### src/lpls_pkg.sv
// shared constants, command and status types for the load paced led scanner
`timescale 1ns / 1ps

package lpls_pkg;

    // field widths
    localparam int LOAD_W    = 24;
    localparam int MAP_W     = 32;
    localparam int LED_W     = 16;
    localparam int IVL_W     = 7;

    // scan geometry
    localparam int POSITIONS = 8;
    localparam int IDX_W     = $clog2(POSITIONS);
    localparam int ENTRY_W   = 4;

    // reload arithmetic: 110 - (300 << FRAC_BITS) / (load / 5 + (3 << FRAC_BITS))
    localparam int FRAC_BITS    = 11;
    localparam int INTERVAL_MAX = 110;
    localparam int NUM_VAL      = 300 << FRAC_BITS;
    localparam int BIAS_VAL     = 3 << FRAC_BITS;
    localparam int REM_W        = $clog2(NUM_VAL + 1);
    localparam int Q_W          = 7;
    localparam int CNT_W        = $clog2(Q_W);

    // load / 5 as multiply by reciprocal, exact for any 24-bit load
    localparam int RECIP_SHIFT = 26;
    localparam int PROD_W      = 2 * LOAD_W;
    localparam int DEN_W       = PROD_W - RECIP_SHIFT;
    localparam int DSOR_W      = DEN_W + Q_W - 1;

    localparam logic [LOAD_W-1:0] RECIP_MUL = LOAD_W'(((1 << RECIP_SHIFT) + 4) / 5);
    localparam logic [MAP_W-1:0]  MAP_RESET = 32'h7654_3210;

    // controller to datapath commands
    typedef struct packed {
        logic capture;
        logic div_init;
        logic div_step;
        logic commit;
    } t_dp_cmd;

    // datapath to controller status
    typedef struct packed {
        logic out_free;
    } t_dp_sts;

endpackage

### src/lpls_ctrl.sv
// controller state machine sequencing capture, divide and commit of one tick
`timescale 1ns / 1ps

module lpls_ctrl (
    input  logic               i_clk,
    input  logic               i_rst_n,
    input  logic               i_in_valid,
    output logic               o_in_stall,
    input  lpls_pkg::t_dp_sts  i_sts,
    output lpls_pkg::t_dp_cmd  o_cmd
);

    localparam logic [1:0] S_IDLE = 2'd0;
    localparam logic [1:0] S_PREP = 2'd1;
    localparam logic [1:0] S_DIV  = 2'd2;
    localparam logic [1:0] S_FIN  = 2'd3;

    logic [1:0]                  r_state;
    logic [1:0]                  n_state;
    logic [lpls_pkg::CNT_W-1:0]  r_cnt;
    logic [lpls_pkg::CNT_W-1:0]  n_cnt;

    // next state and commands
    always_comb begin
        n_state = r_state;
        n_cnt   = r_cnt;
        o_cmd   = '0;
        case (r_state)
            S_IDLE: begin
                if (i_in_valid) begin
                    o_cmd.capture = 1'b1;
                    n_state       = S_PREP;
                end
            end
            S_PREP: begin
                o_cmd.div_init = 1'b1;
                n_cnt          = lpls_pkg::CNT_W'(lpls_pkg::Q_W - 1);
                n_state        = S_DIV;
            end
            S_DIV: begin
                o_cmd.div_step = 1'b1;
                if (r_cnt == '0) begin
                    n_state = S_FIN;
                end else begin
                    n_cnt = r_cnt - 1'b1;
                end
            end
            S_FIN: begin
                if (i_sts.out_free) begin
                    o_cmd.commit = 1'b1;
                    n_state      = S_IDLE;
                end
            end
            default: begin
                n_state = S_IDLE;
            end
        endcase
    end

    // state registers
    always_ff @(posedge i_clk) begin
        if (!i_rst_n) begin
            r_state <= S_IDLE;
            r_cnt   <= '0;
        end else begin
            r_state <= n_state;
            r_cnt   <= n_cnt;
        end
    end

    assign o_in_stall = (r_state != S_IDLE);

    // an accepted word always runs the full divide before commit
    a_accept_busy: assert property (@(posedge i_clk) disable iff (!i_rst_n)
        (i_in_valid && !o_in_stall) |=> (r_state == S_PREP))
        else $error("accepted word did not start the reload computation");

    a_commit_after_div: assert property (@(posedge i_clk) disable iff (!i_rst_n)
        (r_state == S_FIN && $past(r_state) == S_DIV) |-> ($past(r_cnt) == '0))
        else $error("divide left early");

    a_single_command: assert property (@(posedge i_clk) disable iff (!i_rst_n)
        $onehot0({o_cmd.capture, o_cmd.div_init, o_cmd.div_step, o_cmd.commit}))
        else $error("more than one datapath command at once");

endmodule

### src/lpls_dp.sv
// datapath: load scaling, restoring divider, scan state, led map and output word
`timescale 1ns / 1ps

module lpls_dp (
    input  logic                          i_clk,
    input  logic                          i_rst_n,
    input  lpls_pkg::t_dp_cmd             i_cmd,
    output lpls_pkg::t_dp_sts             o_sts,
    input  logic [lpls_pkg::LOAD_W-1:0]   i_load_average,
    input  logic                          i_cfg_valid,
    input  logic [lpls_pkg::MAP_W-1:0]    i_cfg_data,
    output logic                          o_out_valid,
    input  logic                          i_out_stall,
    output logic [lpls_pkg::LED_W-1:0]    o_led_pattern,
    output logic                          o_strobe_res,
    output logic [lpls_pkg::IVL_W-1:0]    o_next_interval
);

    logic [lpls_pkg::MAP_W-1:0]   r_led_map;
    logic [lpls_pkg::PROD_W-1:0]  r_prod;
    logic [lpls_pkg::DSOR_W-1:0]  r_dsor;
    logic [lpls_pkg::REM_W-1:0]   r_rem;
    logic [lpls_pkg::Q_W-1:0]     r_quo;
    logic [lpls_pkg::IDX_W-1:0]   r_scan_index;
    logic                         r_scan_down;
    logic [lpls_pkg::IVL_W-1:0]   r_ticks_left;
    logic [lpls_pkg::LED_W-1:0]   r_led_word;
    logic                         r_strobe;
    logic                         r_out_valid;

    logic [lpls_pkg::DEN_W-1:0]   den;
    logic                         ge;
    logic [lpls_pkg::IVL_W-1:0]   ticks_dec;
    logic                         expire;
    logic [lpls_pkg::ENTRY_W-1:0] pos;
    logic [lpls_pkg::IDX_W-1:0]   n_scan_index;
    logic                         n_scan_down;
    logic [lpls_pkg::IVL_W-1:0]   reload;

    // divisor: load / 5 + bias, from the registered reciprocal product
    assign den = r_prod[lpls_pkg::PROD_W-1 -: lpls_pkg::DEN_W]
               + lpls_pkg::DEN_W'(lpls_pkg::BIAS_VAL);
    assign ge  = (lpls_pkg::DSOR_W'(r_rem) >= r_dsor);

    // scale and divide
    always_ff @(posedge i_clk) begin
        if (i_cmd.capture) begin
            r_prod <= lpls_pkg::PROD_W'(i_load_average)
                    * lpls_pkg::PROD_W'(lpls_pkg::RECIP_MUL);
        end
        if (i_cmd.div_init) begin
            r_dsor <= {den, {(lpls_pkg::Q_W - 1){1'b0}}};
            r_rem  <= lpls_pkg::REM_W'(lpls_pkg::NUM_VAL);
            r_quo  <= '0;
        end else if (i_cmd.div_step) begin
            if (ge) begin
                r_rem <= r_rem - r_dsor[lpls_pkg::REM_W-1:0];
            end
            r_quo  <= {r_quo[lpls_pkg::Q_W-2:0], ge};
            r_dsor <= r_dsor >> 1;
        end
    end

    // countdown and scan step
    assign ticks_dec = (r_ticks_left == '0) ? '0 : r_ticks_left - 1'b1;
    assign expire    = (ticks_dec == '0);
    assign pos       = r_led_map[r_scan_index * lpls_pkg::ENTRY_W +: lpls_pkg::ENTRY_W];
    assign reload    = lpls_pkg::IVL_W'(lpls_pkg::INTERVAL_MAX) - r_quo;

    always_comb begin
        if (r_scan_down) begin
            n_scan_index = (r_scan_index == '0) ? '0 : r_scan_index - 1'b1;
        end else if (r_scan_index == lpls_pkg::IDX_W'(lpls_pkg::POSITIONS - 1)) begin
            n_scan_index = '0;
        end else begin
            n_scan_index = r_scan_index + 1'b1;
        end
        n_scan_down = r_scan_down;
        if (n_scan_index == '0
            || n_scan_index == lpls_pkg::IDX_W'(lpls_pkg::POSITIONS - 1)) begin
            n_scan_down = !r_scan_down;
        end
    end

    // config register, scan state and output word
    always_ff @(posedge i_clk) begin
        if (!i_rst_n) begin
            r_led_map    <= lpls_pkg::MAP_RESET;
            r_scan_index <= '0;
            r_scan_down  <= 1'b0;
            r_ticks_left <= lpls_pkg::IVL_W'(1);
            r_led_word   <= '0;
            r_strobe     <= 1'b0;
            r_out_valid  <= 1'b0;
        end else begin
            if (i_cfg_valid) begin
                r_led_map <= i_cfg_data;
            end
            if (i_cmd.commit) begin
                r_out_valid <= 1'b1;
                r_strobe    <= expire;
                if (expire) begin
                    r_led_word   <= lpls_pkg::LED_W'(1) << pos;
                    r_scan_index <= n_scan_index;
                    r_scan_down  <= n_scan_down;
                    r_ticks_left <= reload;
                end else begin
                    r_ticks_left <= ticks_dec;
                end
            end else if (!i_out_stall) begin
                r_out_valid <= 1'b0;
            end
        end
    end

    assign o_sts.out_free  = !r_out_valid || !i_out_stall;
    assign o_out_valid     = r_out_valid;
    assign o_led_pattern   = r_led_word;
    assign o_strobe_res    = r_strobe;
    assign o_next_interval = r_ticks_left;

    a_strobe_onehot: assert property (@(posedge i_clk) disable iff (!i_rst_n)
        (r_out_valid && r_strobe) |-> $onehot(r_led_word))
        else $error("strobe word is not one-hot");

    a_reload_range: assert property (@(posedge i_clk) disable iff (!i_rst_n)
        (r_out_valid && r_strobe) |-> (r_ticks_left >= lpls_pkg::IVL_W'(10)
            && r_ticks_left <= lpls_pkg::IVL_W'(lpls_pkg::INTERVAL_MAX)))
        else $error("reload interval out of range");

    a_word_from_commit: assert property (@(posedge i_clk) disable iff (!i_rst_n)
        $rose(r_out_valid) |-> $past(i_cmd.commit))
        else $error("output word appeared without commit");

endmodule

### src/load_paced_led_scanner.sv
// top level of the load paced led scanner
//
// usage: each input word is one system tick carrying the load average
// (24-bit unsigned, 11 fraction bits). every tick gives exactly one output
// word: the led pattern, a strobe flag and the ticks left to the next strobe.
// input channel i_in_valid / o_in_stall, output channel o_out_valid /
// i_out_stall; a word moves when valid is high and stall is low.
// the output word follows the accepting edge through capture with
// reciprocal multiply, divisor setup, 7 restoring divide steps and commit.
// one tick is in flight at a time, so a new word is taken only after the
// previous tick has committed its output word.
// the led map register is written over i_cfg_valid / o_cfg_ready, ready
// always high; write it only while no tick is in flight.
// synchronous reset (i_rst_n low) restores the identity map, scan index 0
// moving upward, countdown 1 and a dark led word; the first tick strobes.
// when the receiver stalls the output word holds and the finished tick
// waits in the controller; input stays stalled until the held word is
// taken and the finished tick moves into the output register.
`timescale 1ns / 1ps

module load_paced_led_scanner (
    input  logic                          i_clk,
    input  logic                          i_rst_n,
    input  logic                          i_in_valid,
    output logic                          o_in_stall,
    input  logic [lpls_pkg::LOAD_W-1:0]   i_load_average,
    output logic                          o_out_valid,
    input  logic                          i_out_stall,
    output logic [lpls_pkg::LED_W-1:0]    o_led_pattern,
    output logic                          o_strobe_res,
    output logic [lpls_pkg::IVL_W-1:0]    o_next_interval,
    input  logic                          i_cfg_valid,
    output logic                          o_cfg_ready,
    input  logic [lpls_pkg::MAP_W-1:0]    i_cfg_data
);

    lpls_pkg::t_dp_cmd cmd;
    lpls_pkg::t_dp_sts sts;

    // config writes are taken at any time
    assign o_cfg_ready = 1'b1;

    // sequencing
    lpls_ctrl u_ctrl (
        .i_clk      (i_clk),
        .i_rst_n    (i_rst_n),
        .i_in_valid (i_in_valid),
        .o_in_stall (o_in_stall),
        .i_sts      (sts),
        .o_cmd      (cmd)
    );

    // arithmetic and scan state
    lpls_dp u_dp (
        .i_clk           (i_clk),
        .i_rst_n         (i_rst_n),
        .i_cmd           (cmd),
        .o_sts           (sts),
        .i_load_average  (i_load_average),
        .i_cfg_valid     (i_cfg_valid),
        .i_cfg_data      (i_cfg_data),
        .o_out_valid     (o_out_valid),
        .i_out_stall     (i_out_stall),
        .o_led_pattern   (o_led_pattern),
        .o_strobe_res    (o_strobe_res),
        .o_next_interval (o_next_interval)
    );

endmodule
### config.mk
export PLATFORM = sky130hd
export DESIGN_NAME = load_paced_led_scanner
export DESIGN_NICKNAME = d
export VERILOG_FILES = /design/src/lpls_pkg.sv /design/src/lpls_ctrl.sv /design/src/lpls_dp.sv /design/src/load_paced_led_scanner.sv
export SDC_FILE = /design/constraint.sdc
export NUM_CORES = 1
export LEC_CHECK = 0
export BUFFER_PORTS_ARGS = -buffer_cell sky130_fd_sc_hd__buf_4
export CAP_MARGIN = 20
export CELL_PAD_IN_SITES_DETAIL_PLACEMENT = 0
export CELL_PAD_IN_SITES_GLOBAL_PLACEMENT = 1
export CORE_UTILIZATION = 40
export CTS_BUF_LIST = sky130_fd_sc_hd__clkbuf_16
export CTS_CLUSTER_SIZE = 20
export DETAILED_ROUTE_END_ITERATION = 7
export GPL_ROUTABILITY_DRIVEN = 0
export GPL_TIMING_DRIVEN = 0
export PLACE_DENSITY = 0.79
export SYNTH_ARGS = -nofsm -noshare
export SYNTH_HDL_FRONTEND = slang
export SYNTH_HIERARCHICAL = 1
export SYNTH_SLANG_ARGS = --single-unit
### constraint.sdc
create_clock -name i_clk -period 8.4 [get_ports i_clk]
set_input_delay 1.68 -clock i_clk [delete_from_list [all_inputs] [get_ports i_clk]]
set_output_delay 1.68 -clock i_clk [all_outputs]
set_load 0.1 [all_outputs]
==> metrics, run 1 <==
status finished, final reports clean; worst-margin pin slew roughly 0.8 ns; wire length per cell roughly 16 um; Ys Warns 6; I/O Buffers 85; Hold WC Path Type reg2reg; DRC 0; f_max about 130 MHz; Final Setup Violations 0; final instance area 19,900 um^2; Site Rows between 70 and 80; worst skew pair latency 0.42 ns; global-route wire length before repair between 60 and 70 mm; Mapped Nets approximately 2,400; GR peak layer met2; number of H-tree levels 4; layout cells sized above 1 0.0765; Final Hold Fails 0; Buf+Inv Stages, Crit Path 3; slowest stage delay, CP 0.55 ns; MaxCap Viol Count 0; crit end category flip-flop; register area share after synthesis 0.185; FF+latch count, synth roughly 140; Post-synth EDFFs 44; CTS tree yes; final WL 41.8 mm; number of global-route vias before repair 13,600; main area contributors after synthesis fa_1 23%, ha_1 21%, dfxtp_1 11%, inv_1 8.3%, edfxtp_1 7.4%; placed inst area around 19,000 um^2; # diodes 0; CP arrival between 8 and 9 ns; pins over their slew limit 0; crit share post-route 0.934; CP Class in2reg; commonest non-fill, non-tap cells in the layout 394 x inv_1, 299 x ha_1, 209 x fa_1; worst path required time between 8 and 9 ns; die area between 40,000 and 50,000 um^2; io pins 88; drt first-iter violations 700; Antenna Nets Post-Route 0; DPL Wire Length around 35 mm; post-CTS sizing 0; CP dominant cell by count fa_1; Distinct cells, synth 76; fin nets roughly 2,500; post-synth top area cell fa_1; die outline width around 210 um; clk_skew around 0.010 ns; Synth top area share 0.234; met3 Use GR 0.0182; deepest clock path buffer count 2; area growth from synthesis to layout 11.3%; setup repair after global routing missed its margin false; drt pass-1 iters 5; reg2reg setup slack 5.36 ns; initial antenna violation count 0; cts hold-fix bufs 0; Starting Density 0.405; total CTS buffers 17; Most used DFF post-synth dfxtp_1; core box area ~44,000 um^2; setup TNS 0 ns; CP Max Fanout 13; Remaining Overflow, GRT 0; Async SR Flop Fraction 0; most common cell after layout, fill and taps aside inv_1; Min Hold Slack 0.465 ns; Root Buffer clkbuf_16; met2 Resource Use GR 0.347; largest net degree at the start of global routing 23; Final Util 0.450; synthesized instance count approximately 1,900; syn_area_per_cell between 9 and 10 um^2; Total GRT Usage 0.194; slowest stage cell, crit path fa_1; minimum clock period 7.85 ns; CTS Sinks around 140; DR vias 12,800; Critical Path Source Type input pin; Avg Vias per Cell between 4 and 5; Die Height between 200 and 250 um; Mapped Area 17,900 um^2; Reg clk slew, reported paths around 0.060 ns; worst-path cell chain buf_4 > ha_1 > xor2_1 > xor2_1 > fa_1 > fa_1 > fa_1 > fa_1 > inv_1 > fa_1 > inv_1 > ha_1 > a21oi_1 > o21ai_0 > a2111oi_0 > or3_1 > o22ai_1 > nor4_1 > o21bai_1 > xor2_1; Slew headroom 0.476; met1 Usage GRT 0.247; cell family with most CP delay adder cells; post-CTS setup repair buffer count 0
[tightest hold or removal path: cells and delay by family, from the launching register on]
family / cells / cell delay (ns)
flip-flops: 1 / 0.31
AND/OR/NAND/NOR: 1 / 0.05
AO/OA/AOI/OAI: 1 / 0.06
[flip-flops by register name, summed over array words and instances (netlist names)]
signal,cells
u_dp/r_led_map,32
u_dp/r_dsor,28
u_dp/r_prod,22
u_dp/r_rem,20
u_dp/o_led_pattern,16
u_dp/o_next_interval,7
u_dp/r_quo,7
u_ctrl/r_cnt,3
u_dp/r_scan_index,3
u_ctrl/r_state,2
u_dp/o_out_valid,1
u_dp/o_strobe_res,1
u_dp/r_scan_down,1
[stage by stage]
stage / std cells / setup slack [ns]
2_1_floorplan: 1869 / 0.987
3_3_place_gp: 2546 / 0.236
3_5_place_dp: 2547 / 0.133
4_1_cts: 2579 / 0.586
5_1_grt: 2579 / 0.278
6_report: 2579 / 0.552
[routing by layer]
layer  part of all wire  wire [um]
met1               0.46      19200
met2               0.49      20500
met3              0.029       1230
met4              0.021        898
met5                  0          0
[synth_stat cells (all sizes together) (8+ instances only)]
| cell type | n |
|---|---|
| inv | 394 |
| nand2b | 8 |
| and2 | 14 |
| edfxtp | 44 |
| fa | 209 |
| nor3 | 15 |
| ha | 299 |
| a21boi | 25 |
| a21oi | 72 |
| buf | 8 |
| dfxtp | 99 |
| a211oi | 8 |
| o21a | 14 |
| clkbuf | 37 |
| mux4 | 8 |
| xor2 | 42 |
| xnor2 | 34 |
| o21bai | 8 |
| and3 | 10 |
| mux2i | 48 |
| nor2b | 35 |
| nand2 | 136 |
| o21ai | 70 |
| nand3 | 47 |
| nand4 | 16 |
| a21o | 34 |
| nor2 | 50 |
[final cells by class]
class                           count  area [um^2]
Multi-Input combinational cell   1284        12900
Inverter                          394         1480
Buffer                             48          233
Timing Repair Buffer               86          666
Fill cell                        4312        24300
Sequential cell                   143         3300
Clock buffer                       18          450
Clock inverter                     14          151
Tap cell                          592          741
[path summary, 6_finish.rpt]
check / from / endpoint / depth (start not counted)
worst max register to register: u_dp/r_rem[0] / u_dp/r_rem[15] / 12
worst min register to register: u_dp/o_led_pattern[2] / u_dp/o_led_pattern[2] / 2
worst max-delay path: i_load_average[3] / u_dp/r_prod[45] / 20
worst min-delay path: u_dp/o_led_pattern[2] / u_dp/o_led_pattern[2] / 2
[kinds of logic after synthesis]
family / count (synthesis) / synth area share
AOI/OAI and AO/OA: 289 / 0.105
xor gates and xnor gates: 76 / 0.0373
and+or+nand+nor: 354 / 0.0960
buffers and inverters: 442 / 0.0958
other: 1 / 0.000210
adders and majority gates: 508 / 0.444
DFF: 143 / 0.185
muxes: 56 / 0.0370
Power of run 1 is left out: the tool's default activity adds up to more than one toggle a clock period on the data nets, which glitch-free logic cannot reach.
==> run 2: changes to the inputs <==
Settings changed: SYNTH_HIERARCHICAL 1 to not set.
==> run 2 against run 1 <==
  * Routed wire length rose by 0.30%
  * Synthesized cell count rose by 1.9%
  * Sequential share of layout area fell by 0.12 points
  * Register-to-register slack improved by 0.22 ns
  * Global-route usage fell by 0.55 points
  * Non-clock buffer count fell by 2
  * Setup slack got worse by 0.22 ns
  * Die area rose by 0.95%
  * Hold slack got worse by 0.0063 ns
  * Design area rose by 0.70%
  * Area after synthesis rose by 0.96%
  * Critical path depth rose by 2
  * Largest cell class unchanged
  * Highest routed layer unchanged
==> metrics, run 2 <==
f_max 124 MHz (-2.8%); post-CTS sizing 0 (unchanged); slowest stage delay, CP 0.67 ns (+0.12 ns); Hold Path Stages 2 (unchanged); Critical Path Source Type input pin; drt first-iter violations 857 (+22%); Biggest register u_dp.r_led_map; Root Buffer clkbuf_16; deepest clock path buffer count 2 (unchanged); DRC 0 (unchanged); commonest non-fill, non-tap cells in the layout 391 x inv_1, 299 x ha_1, 209 x fa_1; clk_skew 0.0118 ns (+0.00143 ns); Remaining Overflow, GRT 0 (unchanged); # diodes 0 (unchanged); cts hold-fix bufs 0 (unchanged); HP Start u_dp.r_rem[12]; pins over their slew limit 0 (unchanged); CTS Sinks 143 (unchanged); Starting Density 0.407 (+0.00211); initial antenna violation count 0 (unchanged); Most used DFF post-synth dfxtp_1; Synth top area share 0.232 (-0.00223); wire length per cell 16.1 um (-0.97%); area growth from synthesis to layout 11.0%; core box area 44,300 um^2 (+0.44%); top flop regs u_dp.r_led_map x32, u_dp.r_dsor x28, u_dp.r_prod x22; synth cell count leaders 391 x inv_1, 299 x ha_1, 209 x fa_1; Avg Vias per Cell 5.03 (+1.4%); die area 45,900 um^2 (+0.95%); slowest stage cell, crit path o32ai_1; total CTS buffers 17 (unchanged); CP Max Fanout 8 (-5); main area contributors after synthesis fa_1 23%, ha_1 21%, dfxtp_1 11%, inv_1 8.1%, edfxtp_1 7.3%; I/O Buffers 84 (-1.2%); crit share post-route 0.961 (+0.0265); number of global-route vias before repair 13,900 (+2.2%); syn_area_per_cell 9.47 um^2 (-0.95%); MaxCap Viol Count 0 (unchanged); minimum clock period 8.07 ns (+0.223 ns); CTS tree yes; register area share after synthesis 0.183 (-0.00176); Antenna Nets Post-Route 0 (unchanged); Die Height 214 um (+0.47%); drt pass-1 iters 5 (unchanged); worst path required time 8.56 ns (about the same); Distinct cells, synth 72 (-5.3%); post-synth top area cell fa_1; post-CTS setup repair buffer count 0 (unchanged); worst-margin pin slew 0.976 ns (+0.192 ns); Slew headroom 0.349 (-0.127); status finished, final reports clean; layout cells sized above 1 0.0708 (-0.00571); Ys Warns 0 (-6); Mapped Nets 2,474 (+1.5%); Site Rows 77 (unchanged); Buf+Inv Stages, Crit Path 5 (+2); Mapped Area 18,000 um^2 (+0.96%); cell family with most CP delay adder cells; Final Setup Violations 0 (unchanged); setup repair after global routing missed its margin false; Worst R2R Path Depth 9 (-3); number of H-tree levels 4 (unchanged); global-route wire length before repair 70.4 mm (+1.6%); Total GRT Usage 0.189 (-0.00547); io pins 88 (unchanged); die outline width 214 um (+0.47%); worst skew pair latency 0.42 ns (about the same); Final Hold Fails 0 (unchanged); Reg clk slew, reported paths 0.06 ns (about the same); final WL 41.9 mm (+0.30%); Async SR Flop Fraction 0 (unchanged); fin nets 2,577 (+1.3%); FF+latch count, synth 143 (unchanged); most common cell after layout, fill and taps aside inv_1; Post-synth EDFFs 44 (unchanged); CP Class in2reg; CP arrival 8.24 ns (+0.23 ns); DPL Wire Length 35.2 mm (+0.31%); Hold WC Path Type reg2reg; Largest register FFs 32 (unchanged); synthesized instance count 1,905 (+1.9%); setup TNS 0 ns (unchanged); worst-path cell chain buf_4 > ha_1 > clkbuf_1 > xor2_1 > ha_1 > a21oi_1 > fa_1 > fa_1 > fa_1 > inv_1 > fa_1 > inv_1 > fa_1 > inv_1 > ha_1 > and3_1 > nand3_1 > o32ai_1 > or2_2 > a311o_1 > a2111oi_0 > or3_1; hold path endpoint u_dp.r_rem[12]; largest net degree at the start of global routing 24 (+4.3%); r2r endpoint u_dp.o_next_interval[6]; CP dominant cell by count fa_1; r2r startpoint u_dp.o_next_interval[0]; top-count cell post-synth inv_1; DR vias 13,100 (+2.7%); crit end category flip-flop; reg2reg setup slack 5.58 ns (+0.22 ns)
run 2: cell types whose count changed after synthesis, sizes merged, moves of 5 or more:
cell / before / now
a21boi: 25 / 6
nand3: 47 / 17
nor2: 50 / 61
mux2i: 48 / 58
and2: 14 / 19
a21oi: 72 / 101
o21ai: 70 / 76
nor3: 15 / 26
a21o: 34 / 25
buf: 8 / 13
nor2b: 35 / 53
run 2: logic make-up after synthesis:
kind of cell	after synthesis	share of synthesized area
adders and majority gates	508	0.439
buffers and inverters	439	0.0923
and+or+nand+nor	370	0.101
AOI/OAI and AO/OA	299	0.104
DFF	143	0.183
xor gates and xnor gates	78	0.0379
muxes	67	0.0428
other	1	0.000208
run 2: worst max-delay path by stage:
stage,slack [ns],cells past startpoint,startpoint,to
floorplan,0.89,19,i_load_average[10],u_dp.r_prod[35]
global placement,-0.04,22,i_load_average[8],u_dp.r_prod[43]
detailed placement,-0.1,22,i_load_average[8],u_dp.r_prod[43]
CTS,0.35,20,i_load_average[14],u_dp.r_prod[46]
global route,0.005,20,i_load_average[14],u_dp.r_prod[46]
finish,0.33,22,i_load_average[8],u_dp.r_prod[35]
run 2: stage by stage:
stage	std cells	setup WS, ns	hold slack, ns	instance area [um^2]	util
final	2612	0.329	0.459	20000	0.452
after CTS	2612	0.353	0.458	20000	0.451
after floorplan	1905	0.889	0.436	18000	-
after global routing	2612	0.00541	0.485	20000	0.452
after detailed placement	2581	-0.0989	0.449	19400	0.438
after global placement	2581	-0.0443	0.444	19400	0.438
run 2: final cells by class:
cell class / instances / area [um^2]
plain buffers: 48 / 196
repair buffers: 84 / 631
clock inverters: 13 / 150
clock buffers: 18 / 450
fillers: 4310 / 24300
multi-input cells: 1323 / 13100
flip-flops and latches: 143 / 3300
inverters: 391 / 1470
well taps: 592 / 741
run 2: layer usage:
metal / routed length, um / track usage
met5: 0 / 0
met4: 561 / 0.0388
met3: 1420 / 0.0190
met2: 19800 / 0.318
met1: 20100 / 0.262
run 2: worst reg2reg max path: stages (launching register included):
cell,delay (ns)
dfxtp_1,0.40
inv_1,0.10
ha_1,0.25
xor2_1,0.16
or4_1,0.47
a2111o_1,0.53
nand2b_4,0.22
clkbuf_1,0.28
o21ai_0,0.23
and2_1,0.13
Power of run 2 is left out for the same reason.
==> run 3: changes to the inputs <==
Settings changed: PLACE_DENSITY 0.79 to 0.73.
==> run 3 against run 2 <==
  * Core utilization grew 0.12 points
  * Die area is the same
  * Clock skew down 0.0012 ns
  * Routed wire length rose by 0.22%
  * Count of clock-buffer cells in the layout unchanged
  * Highest routed layer unchanged
  * Critical path depth shrank 2
  * Largest cell class unchanged
  * Maximum frequency is 1.2% higher
==> metrics, run 3 (synthesis results as in run 2) <==
setup repair after global routing missed its margin false; Final Hold Fails 0 (unchanged); CP arrival 8.14 ns (-0.10 ns); commonest non-fill, non-tap cells in the layout 393 x inv_1, 299 x ha_1, 209 x fa_1; core box area 44,300 um^2 (unchanged); Hold Path Stages 2 (unchanged); worst skew pair latency 0.42 ns (about the same); io pins 88 (unchanged); largest net degree at the start of global routing 24 (unchanged); most common cell after layout, fill and taps aside inv_1; worst-margin pin slew 0.954 ns (-0.0216 ns); Die Height 214 um (unchanged); global-route wire length before repair 69.2 mm (-1.7%); CP Max Fanout 7 (-1); Largest register FFs 32 (unchanged); Root Buffer clkbuf_16; pins over their slew limit 0 (unchanged); number of H-tree levels 4 (unchanged); Final Setup Violations 0 (unchanged); MaxCap Viol Count 0 (unchanged); CP Class in2reg; Biggest register u_dp.r_led_map; initial antenna violation count 0 (unchanged); Hold WC Path Type reg2reg; Critical Path Source Type input pin; die area 45,900 um^2 (unchanged); # fillers 4,355 (+1.0%); die outline width 214 um (unchanged); final WL 42.0 mm (+0.22%); number of global-route vias before repair 13,600 (-2.3%); status finished, final reports clean; CTS Sinks 143 (unchanged); CTS tree yes; worst path required time 8.56 ns (about the same); minimum clock period 7.98 ns (-0.0939 ns); crit end category flip-flop; deepest clock path buffer count 2 (unchanged); area growth from synthesis to layout 11.3%; Avg Vias per Cell 4.97 (-1.2%); fin nets 2,577 (unchanged); drt first-iter violations 659 (-23%); top flop regs u_dp.r_led_map x32, u_dp.r_dsor x28, u_dp.r_prod x22; total CTS buffers 17 (unchanged); Remaining Overflow, GRT 0 (unchanged); crit share post-route 0.950 (-0.0112); Total GRT Usage 0.188 (-0.00103); cts hold-fix bufs 0 (unchanged); Reg clk slew, reported paths 0.06 ns (about the same); Worst R2R Path Depth 9 (unchanged); I/O Buffers 84 (unchanged); Starting Density 0.407 (unchanged); wire length per cell 16.1 um (+0.18%); layout cells sized above 1 0.0713 (+0.000460); DRC 0 (unchanged); DR vias 13,000 (-1.2%); clk_skew 0.0105 ns (-0.00122 ns); drt pass-1 iters 5 (unchanged); Min Hold Slack 0.463 ns (+0.00440 ns); # diodes 0 (unchanged); Site Rows 77 (unchanged); f_max 125 MHz (+1.2%); Antenna Nets Post-Route 0 (unchanged); Slew headroom 0.364 (+0.0144); DPL Wire Length 35.4 mm (+0.53%)
run 3: cell count changes in the layout (fill, tap and decap cells not counted), sizes merged:
| cell | delta |
|---|---|
| clkinv | +2 |
| clkinvlp | -1 |
| bufinv | +2 |
| inv | -2 |
run 3: critical path: stages:
cell       delay, ns
buf_4           0.16
ha_1            0.42
fa_1            0.57
inv_1           0.07
fa_1            0.52
fa_1            0.52
inv_1           0.05
fa_1            0.48
fa_1            0.55
inv_1           0.05
fa_1            0.58
inv_1           0.06
ha_1            0.35
and3_1          0.27
nand3_1         0.15
o32ai_1         0.67
or2_2           0.27
a311o_1         0.24
a2111oi_0       0.11
or3_1           0.34
run 3: metal layers:
metal  share of wire  up-vias  wire (um)  track usage
met5               0        -          0            0
met4           0.016        0        686       0.0460
met3           0.024       48        993       0.0177
met2            0.48      178      20100        0.323
met1            0.48     6309      20300        0.254
li1                -     6457          -            -
run 3: worst paths after layout:
path,start,end,slack [ns]
worst min register to register,u_dp.r_rem[0],u_dp.r_rem[0],0.46
worst max register to register,u_dp.o_next_interval[0],u_dp.o_next_interval[6],5.60
worst min-delay path,u_dp.r_rem[0],u_dp.r_rem[0],0.46
worst max-delay path,i_load_average[11],u_dp.r_prod[35],0.42
run 3: layout make-up:
cell class | count | area, um^2 | area share
clock buffers | 18 | 450 | 0.0224
flip-flops and latches | 143 | 3300 | 0.165
repair buffers | 84 | 631 | 0.0314
well taps | 592 | 741 | 0.0369
inverters | 391 | 1470 | 0.0731
plain buffers | 48 | 196 | 0.00979
clock inverters | 14 | 191 | 0.00954
multi-input cells | 1323 | 13100 | 0.652
run 3: metrics by stage:
| step | cell area, um^2 | worst slack (ns) | std cells | TNS [ns] | utilization |
|---|---|---|---|---|---|
| floorplan | 18000 | 0.889 | 1905 | 0 | - |
| global placement | 19400 | -0.218 | 2581 | -0.392 | 0.438 |
| detailed placement | 19400 | -0.225 | 2581 | -0.572 | 0.438 |
| CTS | 20000 | 0.192 | 2613 | 0 | 0.452 |
| global route | 20100 | 0.0948 | 2613 | 0 | 0.453 |
| finish | 20100 | 0.423 | 2613 | 0 | 0.453 |
run 3: repair_timing:
| item | in CTS | in global routing |
|---|---|---|
| buffers inserted | 0 | 0 |
| resized for setup | 0 | 4 |
| endpoints found under the setup margin | 0 | 3 |
Power of run 3 is left out for the same reason.
